$ cat config.mk
export PLATFORM = sky130hd
export DESIGN_NAME = smi_div
export DESIGN_NICKNAME = d
export VERILOG_FILES = /design/src/hdl/smi_pkg.sv /design/src/hdl/smi_div.sv
export SDC_FILE = /design/constraint.sdc
export NUM_CORES = 1
export LEC_CHECK = 0
export BUFFER_PORTS_ARGS = -buffer_cell sky130_fd_sc_hd__buf_2
export CORE_MARGIN = 2
export CORE_UTILIZATION = 45
export CTS_CLUSTER_DIAMETER = 30
export CTS_CLUSTER_SIZE = 28
export DETAILED_ROUTE_END_ITERATION = 16
export HOLD_SLACK_MARGIN = 0.12
export PLACE_DENSITY = 0.71
export SETUP_SLACK_MARGIN = 0.05
export SLEW_MARGIN = 20
export SYNTH_ARGS = -nofsm -noshare
export SYNTH_HDL_FRONTEND = slang
export SYNTH_SLANG_ARGS = --single-unit
export TNS_END_PERCENT = 1
$ cat constraint.sdc
create_clock -name clk_i -period 7 [get_ports clk_i]
set_input_delay 0.7 -clock clk_i [delete_from_list [all_inputs] [get_ports clk_i]]
set_output_delay 0.7 -clock clk_i [all_outputs]
set_load 0.05 [all_outputs]
$ cat src/hdl/smi_pkg.sv
// ----------------------------------------------------------------------------
// smi_pkg
// Shared types, codes and permutation tables of the small matrix inverse.
// ----------------------------------------------------------------------------
package smi_pkg;

  localparam int unsigned ELEM_W    = 32;
  localparam int unsigned CFG_IDX_W = 1;
  localparam int unsigned CFG_W     = 32;
  localparam logic [2:0]  NCOL      = 3'd4;

  // configuration register indexes
  localparam logic [CFG_IDX_W-1:0] CFG_MATRIX_ORDER = 1'd0;
  localparam logic [CFG_IDX_W-1:0] CFG_SING_THRESH  = 1'd1;

  typedef enum logic [3:0] {
    ST_IDLE,
    ST_TERM,
    ST_MUL,
    ST_MWAIT,
    ST_ADD,
    ST_DET,
    ST_DQ1,
    ST_DQ2,
    ST_DQ3,
    ST_COL,
    ST_DIV,
    ST_DWAIT,
    ST_EMIT
  } smi_state_e;

  typedef enum logic [1:0] {
    MAC_NOP,
    MAC_START,
    MAC_MUL,
    MAC_ADD
  } mac_op_e;

  // command from the sequencer to the multiply-accumulate unit
  typedef struct packed {
    mac_op_e                   op;
    logic                      sign;
    logic                      first;
    logic [2:0]                nlimb;
    logic signed [ELEM_W-1:0]  elem;
  } mac_cmd_t;

  // permutations in lexicographic order, digits packed first to last
  localparam logic [7:0] PERM4 [24] = '{
    8'b00_01_10_11, 8'b00_01_11_10, 8'b00_10_01_11, 8'b00_10_11_01,
    8'b00_11_01_10, 8'b00_11_10_01, 8'b01_00_10_11, 8'b01_00_11_10,
    8'b01_10_00_11, 8'b01_10_11_00, 8'b01_11_00_10, 8'b01_11_10_00,
    8'b10_00_01_11, 8'b10_00_11_01, 8'b10_01_00_11, 8'b10_01_11_00,
    8'b10_11_00_01, 8'b10_11_01_00, 8'b11_00_01_10, 8'b11_00_10_01,
    8'b11_01_00_10, 8'b11_01_10_00, 8'b11_10_00_01, 8'b11_10_01_00
  };
  localparam logic [5:0] PERM3 [6] = '{
    6'b00_01_10, 6'b00_10_01, 6'b01_00_10, 6'b01_10_00, 6'b10_00_01, 6'b10_01_00
  };
  localparam logic [3:0] PERM2 [2] = '{4'b00_01, 4'b01_00};

  // odd permutations
  localparam logic [23:0] PAR4 = 24'h666666;
  localparam logic [5:0]  PAR3 = 6'b100110;
  localparam logic [1:0]  PAR2 = 2'b10;

  // column picked for row position i by permutation t of size k
  function automatic logic [1:0] perm_elem(input logic [2:0] k, input logic [4:0] t,
                                           input logic [1:0] i);
    logic [1:0] e;
    e = 2'd0;
    unique case (k)
      3'd4:    e = PERM4[t][(3 - i) * 2 +: 2];
      3'd3:    e = PERM3[t[2:0]][(2 - i) * 2 +: 2];
      3'd2:    e = PERM2[t[0]][(1 - i) * 2 +: 2];
      default: e = 2'd0;
    endcase
    return e;
  endfunction

  function automatic logic perm_par(input logic [2:0] k, input logic [4:0] t);
    logic p;
    p = 1'b0;
    unique case (k)
      3'd4:    p = PAR4[t];
      3'd3:    p = PAR3[t[2:0]];
      3'd2:    p = PAR2[t[0]];
      default: p = 1'b0;
    endcase
    return p;
  endfunction

  function automatic logic [4:0] perm_cnt(input logic [2:0] k);
    logic [4:0] n;
    n = 5'd1;
    unique case (k)
      3'd4:    n = 5'd24;
      3'd3:    n = 5'd6;
      3'd2:    n = 5'd2;
      default: n = 5'd1;
    endcase
    return n;
  endfunction

endpackage

$ cat src/hdl/smi_div.sv
// ----------------------------------------------------------------------------
// smi_div
// Restoring divider, one quotient bit per cycle: cofactor scaled by twice the
// fraction bits over the determinant, truncated and saturated to 32 bits.
// ----------------------------------------------------------------------------
module smi_div #(
  parameter int unsigned SW        = 134,
  parameter int unsigned FRAC_BITS = 16
) (
  input  logic                 clk_i,
  input  logic                 rst_ni,
  input  logic                 start_i,
  input  logic signed [SW-1:0] num_i,
  input  logic signed [SW-1:0] den_i,
  output logic                 done_o,
  output logic [31:0]          quot_o,
  output logic                 ovf_o
);
  import smi_pkg::*;

  localparam int unsigned DVW = SW + 2 * FRAC_BITS + 32;

  logic [DVW-1:0] rem_q, dsh_q;
  logic [31:0]    q_q, quot_q;
  logic [5:0]     cnt_q;
  logic           neg_q, busy_q, chk_q, done_q, ovf_q;
  logic [SW-1:0]  nmag, dmag;
  logic           ge;

  assign nmag = num_i[SW-1] ? SW'(-num_i) : SW'(num_i);
  assign dmag = den_i[SW-1] ? SW'(-den_i) : SW'(den_i);
  assign ge   = rem_q >= dsh_q;

  // control
  always_ff @(posedge clk_i or negedge rst_ni) begin
    if (!rst_ni) begin
      busy_q <= 1'b0;
      chk_q  <= 1'b0;
      done_q <= 1'b0;
      cnt_q  <= 6'd0;
    end else begin
      done_q <= 1'b0;
      if (start_i) begin
        busy_q <= 1'b1;
        chk_q  <= 1'b1;
      end else if (busy_q && chk_q) begin
        chk_q <= 1'b0;
        cnt_q <= 6'd32;
        if (ge) begin
          busy_q <= 1'b0;
          done_q <= 1'b1;
        end
      end else if (busy_q) begin
        if (cnt_q != 6'd0) begin
          cnt_q <= cnt_q - 6'd1;
        end else begin
          busy_q <= 1'b0;
          done_q <= 1'b1;
        end
      end
    end
  end

  // datapath
  always_ff @(posedge clk_i) begin
    if (start_i) begin
      rem_q <= DVW'(nmag) << (2 * FRAC_BITS);
      dsh_q <= DVW'(dmag) << 32;
      neg_q <= num_i[SW-1] ^ den_i[SW-1];
    end else if (busy_q && chk_q) begin
      dsh_q <= dsh_q >> 1;
      if (ge) begin
        ovf_q  <= 1'b1;
        quot_q <= neg_q ? 32'h8000_0000 : 32'h7FFF_FFFF;
      end
    end else if (busy_q && cnt_q != 6'd0) begin
      if (ge) rem_q <= rem_q - dsh_q;
      q_q   <= {q_q[30:0], ge};
      dsh_q <= dsh_q >> 1;
    end else if (busy_q) begin
      // sign and saturate the magnitude
      if (!neg_q) begin
        ovf_q  <= q_q[31];
        quot_q <= q_q[31] ? 32'h7FFF_FFFF : q_q;
      end else begin
        ovf_q  <= q_q > 32'h8000_0000;
        quot_q <= (q_q > 32'h8000_0000) ? 32'h8000_0000 : 32'(-q_q);
      end
    end
  end

  assign done_o = done_q;
  assign quot_o = quot_q;
  assign ovf_o  = ovf_q;

endmodule

==> results.py <==
metrics = {
    "die": {
        "die_area_mm2": 0.0844,
        "io_pins": 305,
        "start_util": 0.452,
        "core_area_mm2": 0.0817,
        "fp.dieH_um": 291,
        "die_w_um": 291,
        "row_count": 105,
    },
    "worst_setup_path": {
        "worstPathCellList": "inv_1 > ha_1 > inv_1 > fa_1 > a21o_1 > a221o_1 > a21oi_1 > o41ai_1 > a21oi_1 > a2111oi_0 > buf_4 > o21ai_0 > nand2_2 > buf_4 > o311ai_0 > or3_1 > a21oi_1",
        "cpMostUsedCell": "a21oi_1",
        "path_max_fanout": 54,
        "crit_path_start_kind": "flip-flop",
        "reg2regPathDepth": 17,
        "cp_slowest_cell": "o41ai_1",
        "critPathMaxStageDelay_ps": 940,
        "worst-path-stages": 17,
        "cp.arrival_ps": 5930,
        "cpLargestDelayFamily": "compound AO/OA/AOI/OAI gates",
        "end_kind": "flip-flop",
        "crit_type": "flip-flop to flip-flop",
        "critical_path_required_ps": 7620,
        "path_buf_inv": 4,
    },
    "yosys": {
        "yosys.area.top_type": "edfxtp_1",
        "synthTopCellsByCount": "a21oi_1 (586), nand2_1 (567), nor2_1 (405), o21ai_0 (351), edfxtp_1 (334)",
        "postSynthAreaPerCell_um2": 7.88,
        "synth_nets": 5133,
        "synth-seq-cells": 439,
        "synth_cells": 4690,
        "syn_area_mm2": 0.0370,
        "synth_ff_type": "edfxtp_1",
        "synth_most_common_cell": "a21oi_1",
        "synth_top_area_share": 0.271,
        "ys.warnings.count": 0,
        "synth_edf_count": 334,
        "ys_async_sr_fraction": 0.0205,
        "ys_seq_area_frac": 0.329,
        "synth.area.top_cells": "edfxtp_1 (27%), a21oi_1 (7.9%), xor2_1 (6.9%)",
        "ys_types": 81,
    },
    "routing": {
        "vias_per_cell": 6.32,
        "via_count": 38600,
        "wirelength_um": 148000,
        "wl_per_cell_um": 24.2,
        "antenna_left": 0,
        "firstDrtPassIters": 8,
        "drc": 0,
        "drt_iter0_markers": 4364,
    },
    "worst_hold_path": {
        "worstHoldPathCells": 2,
        "hold_class": "input port to flip-flop",
    },
    "sta": {
        "finalSetupViolations": 0,
        "relSlewSlack": 0.103,
        "worst_slack_ps": 1690,
        "fin_hold_ws_ps": 325,
        "fin_crit_sh": 0.758,
        "timing.fmax_mhz": 188,
        "worst_pin_slew_ps": 1340,
        "clock_skew_ps": 57.0,
        "rsz0062_at_grt": "no",
        "period_needed_ps": 5310,
        "finalHoldViolCount": 0,
        "finalSetupTns_ps": 0,
        "finalMaxSlewViolations": 0,
    },
    "clock_tree": {
        "clk_latency_ps": 720,
        "clock_sinks": 439,
        "cts_root_buf": "clkbuf_16",
        "cts_buffers": 112,
        "clkSlewWorstSetupHoldPaths_ps": 50,
        "cts-resized-gates": 0,
        "cts_max_level": 3,
        "cts_setup_buffers": 0,
        "cts_hold_buf": 1,
        "cts_buffer_depth": 3,
        "cts_tree": "built",
    },
    "pwr": {
        "p_total_mw": 22.7,
        "ir_worst_vdd_v": 0.000240,
        "p_per_area_mw_per_mm2": 522,
        "leakage_nw": 16.8,
    },
    "global_routing": {
        "antenna_found_initial": 19,
        "use_met3": 0.0746,
        "grt_pass1_vias": 36000,
        "met1_usage": 0.459,
        "grt-ovfl-total": 0,
        "use_met2": 0.504,
        "busiest_layer": "met2",
        "grt_usage": 0.336,
        "grt_max_degree": 99,
        "grt_pass1_wl_um": 220000,
    },
    "placed_design": {
        "place_congestion": 1.03,
        "detailed_place_hpwl_um": 117000,
        "place_inst": 5883,
        "portBuffers": 304,
        "dpl_cell_area_mm2": 0.0394,
        "place_ws_ps": 1400,
    },
    "finish": {
        "nets": 5371,
        "drive_gt1_frac": 0.124,
        "final_area_mm2": 0.0435,
        "finish.utilization": 0.533,
        "final_cells": 6108,
        "synthToLayoutAreaGrowth_pct": 17.8,
    },
    "run_status": {
        "status": "finished, final reports clean",
    },
    "run": {
        "cap_violations": 0,
    },
}
==> layout make-up <==
type	count	area (µm²)
timing repair buffer	354	1950
fill	7773	38200
clock buffer	121	2850
tap	1070	1340
multi-input combinational	3773	23000
clock inverter	90	1220
inverter	248	932
sequential	439	12200
antenna	13	32.5
==> kinds of logic after synthesis <==
kind of cell               Yosys count  share of synthesized area
AOI/OAI and AO/OA                 1489                      0.240
xor gates and xnor gates           440                      0.104
adders and majority gates          172                     0.0584
buffers and inverters              478                     0.0486
DFF                                439                      0.329
muxes                               11                    0.00318
and+or+nand+nor                   1661                      0.216
==> sequential cells by signal (all words and copies together), names as in the netlist, 6 cells and up <==
name    cells
cnt_q       6
dsh_q     166
q_q        32
quot_o     32
rem_q     198
==> layout by cell type (no fill, tap or decap), types with 40 or more instances in the layout <==
cell | netlist | final
o22ai_1 | 102 | 102
o21bai_1 | 41 | 41
a21oi_1 | 586 | 586
nand2_1 | 567 | 563
nand3_1 | 68 | 68
ha_1 | 171 | 171
or2_2 | 40 | 40
a21o_1 | 53 | 53
or3_1 | 66 | 66
o21ai_0 | 351 | 351
inv_1 | 247 | 247
o31ai_1 | 103 | 102
buf_2 | 2 | 301
buf_4 | 0 | 48
xor2_1 | 293 | 293
or4_1 | 50 | 50
nor3_1 | 111 | 111
dfxtp_1 | 96 | 96
nor2_1 | 405 | 404
edfxtp_1 | 334 | 334
o41ai_1 | 41 | 41
xnor2_1 | 147 | 147
clkbuf_16 | 0 | 112
nor4_1 | 80 | 79
nand4_1 | 114 | 114
==> where the power goes <==
group          internal, mW  switching (mW)  total (mW)
Combinational          4.02            8.71        12.7
Sequential             3.97           0.490        4.46
Clock                  3.74            1.82        5.55
Total                  11.7            11.0        22.7
==> worst reg2reg max path: stages (launching register included) <==
cell and delay (ps):
dfxtp_1 330, inv_1 50, ha_1 200, inv_1 70
fa_1 190, a21o_1 160, a221o_1 180, a21oi_1 110
o41ai_1 940, a21oi_1 400, a2111oi_0 480, buf_4 230
o21ai_0 200, nand2_2 270, buf_4 590, o311ai_0 290
or3_1 360, a21oi_1 160
==> path summary, 6_finish.rpt <==
check / slack (ps) / start / end
hold reg to reg: 430 / dsh_q[4] / dsh_q[3]
hold / removal: 330 / den_i[132] / dsh_q[165]
setup / recovery: 1690 / rem_q[0] / rem_q[196]
min in group asynchronous: 410 / rst_ni / chk_q
setup reg to reg: 1690 / rem_q[0] / rem_q[196]
max in group asynchronous: 6350 / rst_ni / done_o
==> layer usage <==
metal / part of all wire / up-vias
met4: 0.051 / 12
met3: 0.11 / 359
met5: 0.00043 / -
met2: 0.42 / 2189
met1: 0.41 / 18300
li1: - / 17800
(Power assumes the default switching activity.)
