`src/hdl/smi_pkg.sv`:
```
// ----------------------------------------------------------------------------
// smi_pkg
// Shared types, codes and permutation tables of the small matrix inverse.
// ----------------------------------------------------------------------------
package smi_pkg;

  localparam int unsigned ELEM_W    = 32;
  localparam int unsigned CFG_IDX_W = 1;
  localparam int unsigned CFG_W     = 32;
  localparam logic [2:0]  NCOL      = 3'd4;

  // configuration register indexes
  localparam logic [CFG_IDX_W-1:0] CFG_MATRIX_ORDER = 1'd0;
  localparam logic [CFG_IDX_W-1:0] CFG_SING_THRESH  = 1'd1;

  typedef enum logic [3:0] {
    ST_IDLE,
    ST_TERM,
    ST_MUL,
    ST_MWAIT,
    ST_ADD,
    ST_DET,
    ST_DQ1,
    ST_DQ2,
    ST_DQ3,
    ST_COL,
    ST_DIV,
    ST_DWAIT,
    ST_EMIT
  } smi_state_e;

  typedef enum logic [1:0] {
    MAC_NOP,
    MAC_START,
    MAC_MUL,
    MAC_ADD
  } mac_op_e;

  // command from the sequencer to the multiply-accumulate unit
  typedef struct packed {
    mac_op_e                   op;
    logic                      sign;
    logic                      first;
    logic [2:0]                nlimb;
    logic signed [ELEM_W-1:0]  elem;
  } mac_cmd_t;

  // permutations in lexicographic order, digits packed first to last
  localparam logic [7:0] PERM4 [24] = '{
    8'b00_01_10_11, 8'b00_01_11_10, 8'b00_10_01_11, 8'b00_10_11_01,
    8'b00_11_01_10, 8'b00_11_10_01, 8'b01_00_10_11, 8'b01_00_11_10,
    8'b01_10_00_11, 8'b01_10_11_00, 8'b01_11_00_10, 8'b01_11_10_00,
    8'b10_00_01_11, 8'b10_00_11_01, 8'b10_01_00_11, 8'b10_01_11_00,
    8'b10_11_00_01, 8'b10_11_01_00, 8'b11_00_01_10, 8'b11_00_10_01,
    8'b11_01_00_10, 8'b11_01_10_00, 8'b11_10_00_01, 8'b11_10_01_00
  };
  localparam logic [5:0] PERM3 [6] = '{
    6'b00_01_10, 6'b00_10_01, 6'b01_00_10, 6'b01_10_00, 6'b10_00_01, 6'b10_01_00
  };
  localparam logic [3:0] PERM2 [2] = '{4'b00_01, 4'b01_00};

  // odd permutations
  localparam logic [23:0] PAR4 = 24'h666666;
  localparam logic [5:0]  PAR3 = 6'b100110;
  localparam logic [1:0]  PAR2 = 2'b10;

  // column picked for row position i by permutation t of size k
  function automatic logic [1:0] perm_elem(input logic [2:0] k, input logic [4:0] t,
                                           input logic [1:0] i);
    logic [1:0] e;
    e = 2'd0;
    unique case (k)
      3'd4:    e = PERM4[t][(3 - i) * 2 +: 2];
      3'd3:    e = PERM3[t[2:0]][(2 - i) * 2 +: 2];
      3'd2:    e = PERM2[t[0]][(1 - i) * 2 +: 2];
      default: e = 2'd0;
    endcase
    return e;
  endfunction

  function automatic logic perm_par(input logic [2:0] k, input logic [4:0] t);
    logic p;
    p = 1'b0;
    unique case (k)
      3'd4:    p = PAR4[t];
      3'd3:    p = PAR3[t[2:0]];
      3'd2:    p = PAR2[t[0]];
      default: p = 1'b0;
    endcase
    return p;
  endfunction

  function automatic logic [4:0] perm_cnt(input logic [2:0] k);
    logic [4:0] n;
    n = 5'd1;
    unique case (k)
      3'd4:    n = 5'd24;
      3'd3:    n = 5'd6;
      3'd2:    n = 5'd2;
      default: n = 5'd1;
    endcase
    return n;
  endfunction

endpackage

```
`src/hdl/smi_mac.sv`:
```
// ----------------------------------------------------------------------------
// smi_mac
// Shared 32x32 multiplier building one signed product term limb by limb and
// adding it into a wide accumulator.
// ----------------------------------------------------------------------------
module smi_mac #(
  parameter int unsigned PW = 128,
  parameter int unsigned SW = 134
) (
  input  logic                  clk_i,
  input  logic                  rst_ni,
  input  smi_pkg::mac_cmd_t     cmd_i,
  output logic                  busy_o,
  output logic signed [SW-1:0]  acc_o
);
  import smi_pkg::*;

  logic [PW-1:0]         p_q, pnew_q;
  logic                  psign_q;
  logic [31:0]           emag_q;
  logic [2:0]            limb_q, nl_q, plimb_q;
  logic                  busy_q, prod_v_q;
  logic [63:0]           prod_q;
  logic signed [SW-1:0]  acc_q;
  logic                  issue, fin;
  logic [31:0]           limb_w;
  logic signed [SW-1:0]  pext, term;

  // limb issue and completion
  assign issue  = busy_q && (limb_q < nl_q);
  assign fin    = busy_q && !issue && !prod_v_q;
  assign limb_w = issue ? p_q[32 * limb_q +: 32] : 32'd0;
  assign pext   = SW'(p_q);
  assign term   = psign_q ? -pext : pext;

  // control
  always_ff @(posedge clk_i or negedge rst_ni) begin
    if (!rst_ni) begin
      busy_q   <= 1'b0;
      prod_v_q <= 1'b0;
      limb_q   <= 3'd0;
      nl_q     <= 3'd0;
    end else begin
      prod_v_q <= issue;
      if (cmd_i.op == MAC_MUL) begin
        busy_q <= 1'b1;
        limb_q <= 3'd0;
        nl_q   <= cmd_i.nlimb;
      end else begin
        if (issue) limb_q <= limb_q + 3'd1;
        if (fin) busy_q <= 1'b0;
      end
    end
  end

  // datapath
  always_ff @(posedge clk_i) begin
    if (issue) begin
      prod_q  <= limb_w * emag_q;
      plimb_q <= limb_q;
    end
    if (prod_v_q) pnew_q <= pnew_q + (PW'(prod_q) << (32 * plimb_q));
    if (fin) p_q <= pnew_q;
    unique case (cmd_i.op)
      MAC_START: begin
        p_q     <= PW'(1);
        psign_q <= cmd_i.sign;
      end
      MAC_MUL: begin
        emag_q  <= cmd_i.elem[31] ? 32'(-cmd_i.elem) : 32'(cmd_i.elem);
        psign_q <= psign_q ^ cmd_i.elem[31];
        pnew_q  <= '0;
      end
      MAC_ADD: acc_q <= cmd_i.first ? term : acc_q + term;
      default: ;
    endcase
  end

  assign busy_o = busy_q;
  assign acc_o  = acc_q;

endmodule

```
`config.mk`:
```
export PLATFORM = sky130hd
export DESIGN_NAME = smi_mac
export DESIGN_NICKNAME = d
export VERILOG_FILES = /design/src/hdl/smi_pkg.sv /design/src/hdl/smi_mac.sv
export SDC_FILE = /design/constraint.sdc
export NUM_CORES = 2
export LEC_CHECK = 0
export BUFFER_PORTS_ARGS = -buffer_cell sky130_fd_sc_hd__buf_2
export CAP_MARGIN = 25
export CORE_MARGIN = 3
export CORE_UTILIZATION = 55
export DETAILED_ROUTE_END_ITERATION = 12
export PLACE_DENSITY_LB_ADDON = 0.12
export SLEW_MARGIN = 20
export SYNTH_ARGS = -nofsm -noshare
export SYNTH_HDL_FRONTEND = slang
export SYNTH_SLANG_ARGS = --single-unit
export TNS_END_PERCENT = 30
```
`constraint.sdc`:
```
create_clock -name clk_i -period 23.2 [get_ports clk_i]
set_input_delay 4.64 -clock clk_i [delete_from_list [all_inputs] [get_ports clk_i]]
set_output_delay 4.64 -clock clk_i [all_outputs]
set_load 0.01 [all_outputs]
```
==> run_summary.xml <==
<?xml version="1.0" encoding="UTF-8"?>
<metrics>
  <group name="clock_network">
    <metric name="cts_buffer_depth" unit="">3</metric>
    <metric name="insertion_delay" unit="ns">0.71</metric>
    <metric name="sink_count" unit="">498</metric>
    <metric name="holdBufCountCts" unit="">0</metric>
    <metric name="clockRootBuffer" unit="">sky130_fd_sc_hd__clkbuf_16</metric>
    <metric name="ctsResizeCount" unit="">0</metric>
    <metric name="clk_pin_slew" unit="ns">0.07</metric>
    <metric name="ctsHtreeMaxLevel" unit="">3</metric>
    <metric name="cts-buffers-inserted" unit="">66</metric>
    <metric name="cts_tree" unit="">yes</metric>
    <metric name="post_cts.repair.setup_buffers" unit="">0</metric>
  </group>
  <group name="sta">
    <metric name="finalCritPeriodShare" unit="%">46.6</metric>
    <metric name="setup-tns-final" unit="ns">0</metric>
    <metric name="final_count_of_pins_violating_max_slew" unit="">0</metric>
    <metric name="fin_hold_ws" unit="ns">0.472</metric>
    <metric name="rsz0062_at_grt" unit="">false</metric>
    <metric name="max_slew_margin" unit="%">26.2</metric>
    <metric name="finalCriticalPeriod" unit="ns">10.82</metric>
    <metric name="final.setup_skew" unit="ns">0.0621</metric>
    <metric name="finalHoldViolations" unit="">0</metric>
    <metric name="max_freq" unit="GHz">0.0924</metric>
    <metric name="report.final.setup_viol" unit="">0</metric>
    <metric name="worstMarginPinSlew" unit="ns">1.08</metric>
  </group>
  <group name="finish">
    <metric name="layout.cells.non_filler" unit="">10300</metric>
    <metric name="footprint_of_the_multi_input_gates" unit="sq um">55100</metric>
    <metric name="post_route_cells_drive_above_1_share" unit="%">6.12</metric>
    <metric name="filler_cell_count" unit="">11900</metric>
    <metric name="most_common_cell_after_layout_fill_and_taps_aside" unit="">sky130_fd_sc_hd__nand2_1</metric>
    <metric name="design.final.nets" unit="">9926</metric>
    <metric name="storage_cell_area" unit="sq um">12400</metric>
    <metric name="final_cell_mix" unit="">sky130_fd_sc_hd__nand2_1 (1138), sky130_fd_sc_hd__inv_1 (976), sky130_fd_sc_hd__fa_1 (898)</metric>
    <metric name="layout-area-overhead-vs-synth" unit="%">5.91</metric>
  </group>
  <group name="hold_path">
    <metric name="worst_hold_startpoint" unit="">pnew_q[116]$_SDFFE_PP0P_</metric>
    <metric name="whs_path_depth" unit="">2</metric>
    <metric name="min-delay-path-class" unit="">reg -&gt; reg</metric>
    <metric name="holdPathEnd" unit="">p_q[116]$_SDFFE_PN0P_</metric>
  </group>
  <group name="setup_path">
    <metric name="path_class" unit="">reg -&gt; reg</metric>
    <metric name="ff2ff_path_depth" unit="">32</metric>
    <metric name="worstSetupEndpointType" unit="">register</metric>
    <metric name="worst_path_most_repeated_cell" unit="">sky130_fd_sc_hd__fa_1</metric>
    <metric name="arrival" unit="ns">11.23</metric>
    <metric name="timing.reg2reg.setup_slack" unit="ns">12.38</metric>
    <metric name="cpMaxStageDelayCell" unit="">sky130_fd_sc_hd__o32ai_1</metric>
    <metric name="path_max_fanout" unit="">32</metric>
    <metric name="cp_slowest_stage_delay" unit="ns">0.68</metric>
    <metric name="cp.required" unit="ns">23.61</metric>
    <metric name="worstReg2RegEnd" unit="">prod_q[63]$_DFFE_PN_</metric>
    <metric name="r2r-start" unit="">limb_q[1]$_DFFE_PN0P_</metric>
    <metric name="cp-start-kind" unit="">register</metric>
  </group>
  <group name="placed_design">
    <metric name="port_buffers" unit="">175</metric>
    <metric name="place.gp.congestion" unit="">1.03</metric>
    <metric name="hpwl" unit="mm">208</metric>
    <metric name="dp.cells" unit="">10100</metric>
  </group>
  <group name="logic_synthesis">
    <metric name="synthDistinctLibCells" unit="">86</metric>
    <metric name="synth-seq-cells" unit="">498</metric>
    <metric name="yosysWarnings" unit="">0</metric>
    <metric name="synth-main-ff-cell" unit="">sky130_fd_sc_hd__dfxtp_1</metric>
    <metric name="post_synthesis_instance_area" unit="sq um">72900</metric>
    <metric name="asyncSetResetFlopFracSynth" unit="%">1.61</metric>
    <metric name="synth.avg_cell_area" unit="sq um">8.46</metric>
    <metric name="syn-num-nets" unit="">10100</metric>
    <metric name="post-synth-top-area-fraction" unit="%">24.7</metric>
    <metric name="synth_sequential_area_ratio" unit="%">16.9</metric>
    <metric name="synth_largest_area_cell" unit="">sky130_fd_sc_hd__fa_1</metric>
    <metric name="synth-edff-count" unit="">234</metric>
    <metric name="synth_top_cells_by_area" unit="">sky130_fd_sc_hd__fa_1 (25%), sky130_fd_sc_hd__edfxtp_1 (9.6%), sky130_fd_sc_hd__ha_1 (9.1%)</metric>
    <metric name="netlist_instances" unit="">8616</metric>
  </group>
  <group name="detailed_routing">
    <metric name="first_iter_violations" unit="">5828</metric>
    <metric name="firstDrtPassIters" unit="">7</metric>
    <metric name="drt-wirelength-per-cell" unit="um">25.3</metric>
    <metric name="count_of_antenna_violating_nets_left_after_detailed_routing" unit="">0</metric>
    <metric name="detail_route.wirelength" unit="mm">259</metric>
    <metric name="route.vias.total" unit="">62800</metric>
    <metric name="routed_via_density" unit="">6.13</metric>
    <metric name="drc" unit="">0</metric>
  </group>
  <group name="floorplanning">
    <metric name="placementRows" unit="">132</metric>
    <metric name="floorplan.core_area" unit="sq um">130000</metric>
    <metric name="design.die.area" unit="sq um">137000</metric>
    <metric name="die_h" unit="um">370</metric>
    <metric name="die_w" unit="um">370</metric>
    <metric name="io-pin-count" unit="">176</metric>
    <metric name="initial_core_util" unit="%">55.9</metric>
  </group>
  <group name="power_and_ir_drop">
    <metric name="switching_share" unit="%">54.7</metric>
    <metric name="pwr-share-comb" unit="%">72.4</metric>
    <metric name="internal_power" unit="mW">4.77</metric>
    <metric name="net-switching-power" unit="mW">5.76</metric>
    <metric name="p_leak" unit="nW">35.4</metric>
    <metric name="power.density_cell_area" unit="nW/um^2">136</metric>
    <metric name="share_of_total_power_in_sequential_cells" unit="%">17.4</metric>
    <metric name="ir_worst_vdd" unit="V">0.0000850</metric>
    <metric name="clockPowerShare" unit="%">10.2</metric>
  </group>
  <group name="job">
    <metric name="max-cap-violations" unit="">0</metric>
  </group>
  <group name="global_route">
    <metric name="grt_first_pass_wirelength" unit="mm">390</metric>
    <metric name="antenna_found_initial" unit="">10</metric>
    <metric name="track_usage" unit="%">37.7</metric>
    <metric name="grt_start_max_net_pins" unit="">96</metric>
    <metric name="vias_in_the_first_global_route" unit="">62900</metric>
    <metric name="grt_remaining_overflow" unit="">0</metric>
  </group>
  <group name="status">
    <metric name="status" unit="">complete, no violations</metric>
  </group>
</metrics>
[kinds of logic (layout without fill, tap and decap cells)]
| logic type | Yosys count | in the layout | synth area share [%] |
|---|---|---|---|
| AND/OR/NAND/NOR | 2863 | 2863 | 19.0 |
| other | 0 | 1 | 0 |
| adder cells (fa/ha/maj) | 1429 | 1429 | 33.8 |
| AO/OA/AOI/OAI | 1748 | 1748 | 14.6 |
| flip-flops | 498 | 498 | 16.9 |
| multiplexers | 137 | 137 | 2.44 |
| buffers and inverters | 1481 | 1373 | 7.64 |
| XOR/XNOR | 460 | 460 | 5.53 |
[per-layer routing]
| metal | wire (um) | global-route usage, % |
|---|---|---|
| met5 | 0 | 0 |
| met4 | 19900 | 23.9 |
| met3 | 19400 | 5.37 |
| met2 | 119000 | 61.1 |
| met1 | 101000 | 47.5 |
[Yosys cell counts (95+ instances only)]
master                     instances
sky130_fd_sc_hd__nand2_1        1138
sky130_fd_sc_hd__mux2i_1          98
sky130_fd_sc_hd__dfxtp_1         256
sky130_fd_sc_hd__xor2_1          131
sky130_fd_sc_hd__xnor2_1         329
sky130_fd_sc_hd__fa_1            898
sky130_fd_sc_hd__clkbuf_1        484
sky130_fd_sc_hd__edfxtp_1        234
sky130_fd_sc_hd__and2_1          643
sky130_fd_sc_hd__nor2_1          486
sky130_fd_sc_hd__a21o_1          211
sky130_fd_sc_hd__ha_1            531
sky130_fd_sc_hd__inv_1           977
sky130_fd_sc_hd__nand4_1         149
sky130_fd_sc_hd__o21bai_1         95
sky130_fd_sc_hd__a21oi_1         659
sky130_fd_sc_hd__o21ai_0         383
[cell type report]
| cell class | instances | area share (%) |
|---|---|---|
| diodes | 1 | 0.00324 |
| clock buffers | 91 | 2.48 |
| clock inverters | 29 | 0.420 |
| inverters | 977 | 4.75 |
| multi-input cells | 6637 | 71.4 |
| flip-flops and latches | 498 | 16.0 |
| well taps | 1742 | 2.82 |
| repair buffers | 276 | 2.14 |
[worst max-delay path by stage]
| stage | depth (start not counted) | to | from | slack [ns] |
|---|---|---|---|---|
| after floorplan | 39 | prod_q[58]$_DFFE_PN_ | limb_q[0]$_DFFE_PN0P_ | 11.80 |
| after global placement | 32 | prod_q[63]$_DFFE_PN_ | limb_q[1]$_DFFE_PN0P_ | 12.60 |
| after detailed placement | 32 | prod_q[63]$_DFFE_PN_ | limb_q[1]$_DFFE_PN0P_ | 12.45 |
| after CTS | 32 | prod_q[63]$_DFFE_PN_ | limb_q[1]$_DFFE_PN0P_ | 12.42 |
| after global routing | 32 | prod_q[63]$_DFFE_PN_ | limb_q[1]$_DFFE_PN0P_ | 11.89 |
| final | 32 | prod_q[63]$_DFFE_PN_ | limb_q[1]$_DFFE_PN0P_ | 12.38 |
[registers in the layout (all words and copies together) (netlist names)]
signal / cells
prod_q: 64
plimb_q: 3
emag_q: 32
p_q: 128
nl_q: 3
psign_q: 1
busy_o: 1
pnew_q: 128
limb_q: 3
acc_o: 134
prod_v_q: 1
[power by group through the flow]
| stage | sequential (mW) | combinational [mW] | clock, mW |
|---|---|---|---|
| after floorplan | 1.59 | 5.37 | 0 |
| after global placement | 1.82 | 7.41 | 0 |
| after detailed placement | 1.83 | 7.48 | 0 |
| after CTS | 1.81 | 7.53 | 1.09 |
| after global routing | 1.83 | 8.39 | 1.12 |
| final | 1.83 | 7.62 | 1.08 |
[stage by stage]
stage	total power, mW	utilization (%)	area (sq um)	setup slack [ns]
global route	11.3	59.2	77200	11.89
global placement	9.23	57.4	74900	12.60
finish	10.5	59.2	77200	12.38
detailed placement	9.30	57.4	74900	12.45
CTS	10.4	59.2	77200	12.42
floorplan	6.96	-	72900	11.80
[critical path: cells and delay by family, from the launching register on]
kind | cells | cell delay [ns]
AOI/OAI and AO/OA | 10 | 2.85
and+or+nand+nor | 7 | 1.86
adders and majority gates | 10 | 4.44
xor gates and xnor gates | 1 | 0.07
DFF | 1 | 0.38
buffers and inverters | 4 | 0.84
Note: power is estimated with default switching activity, not from simulation.
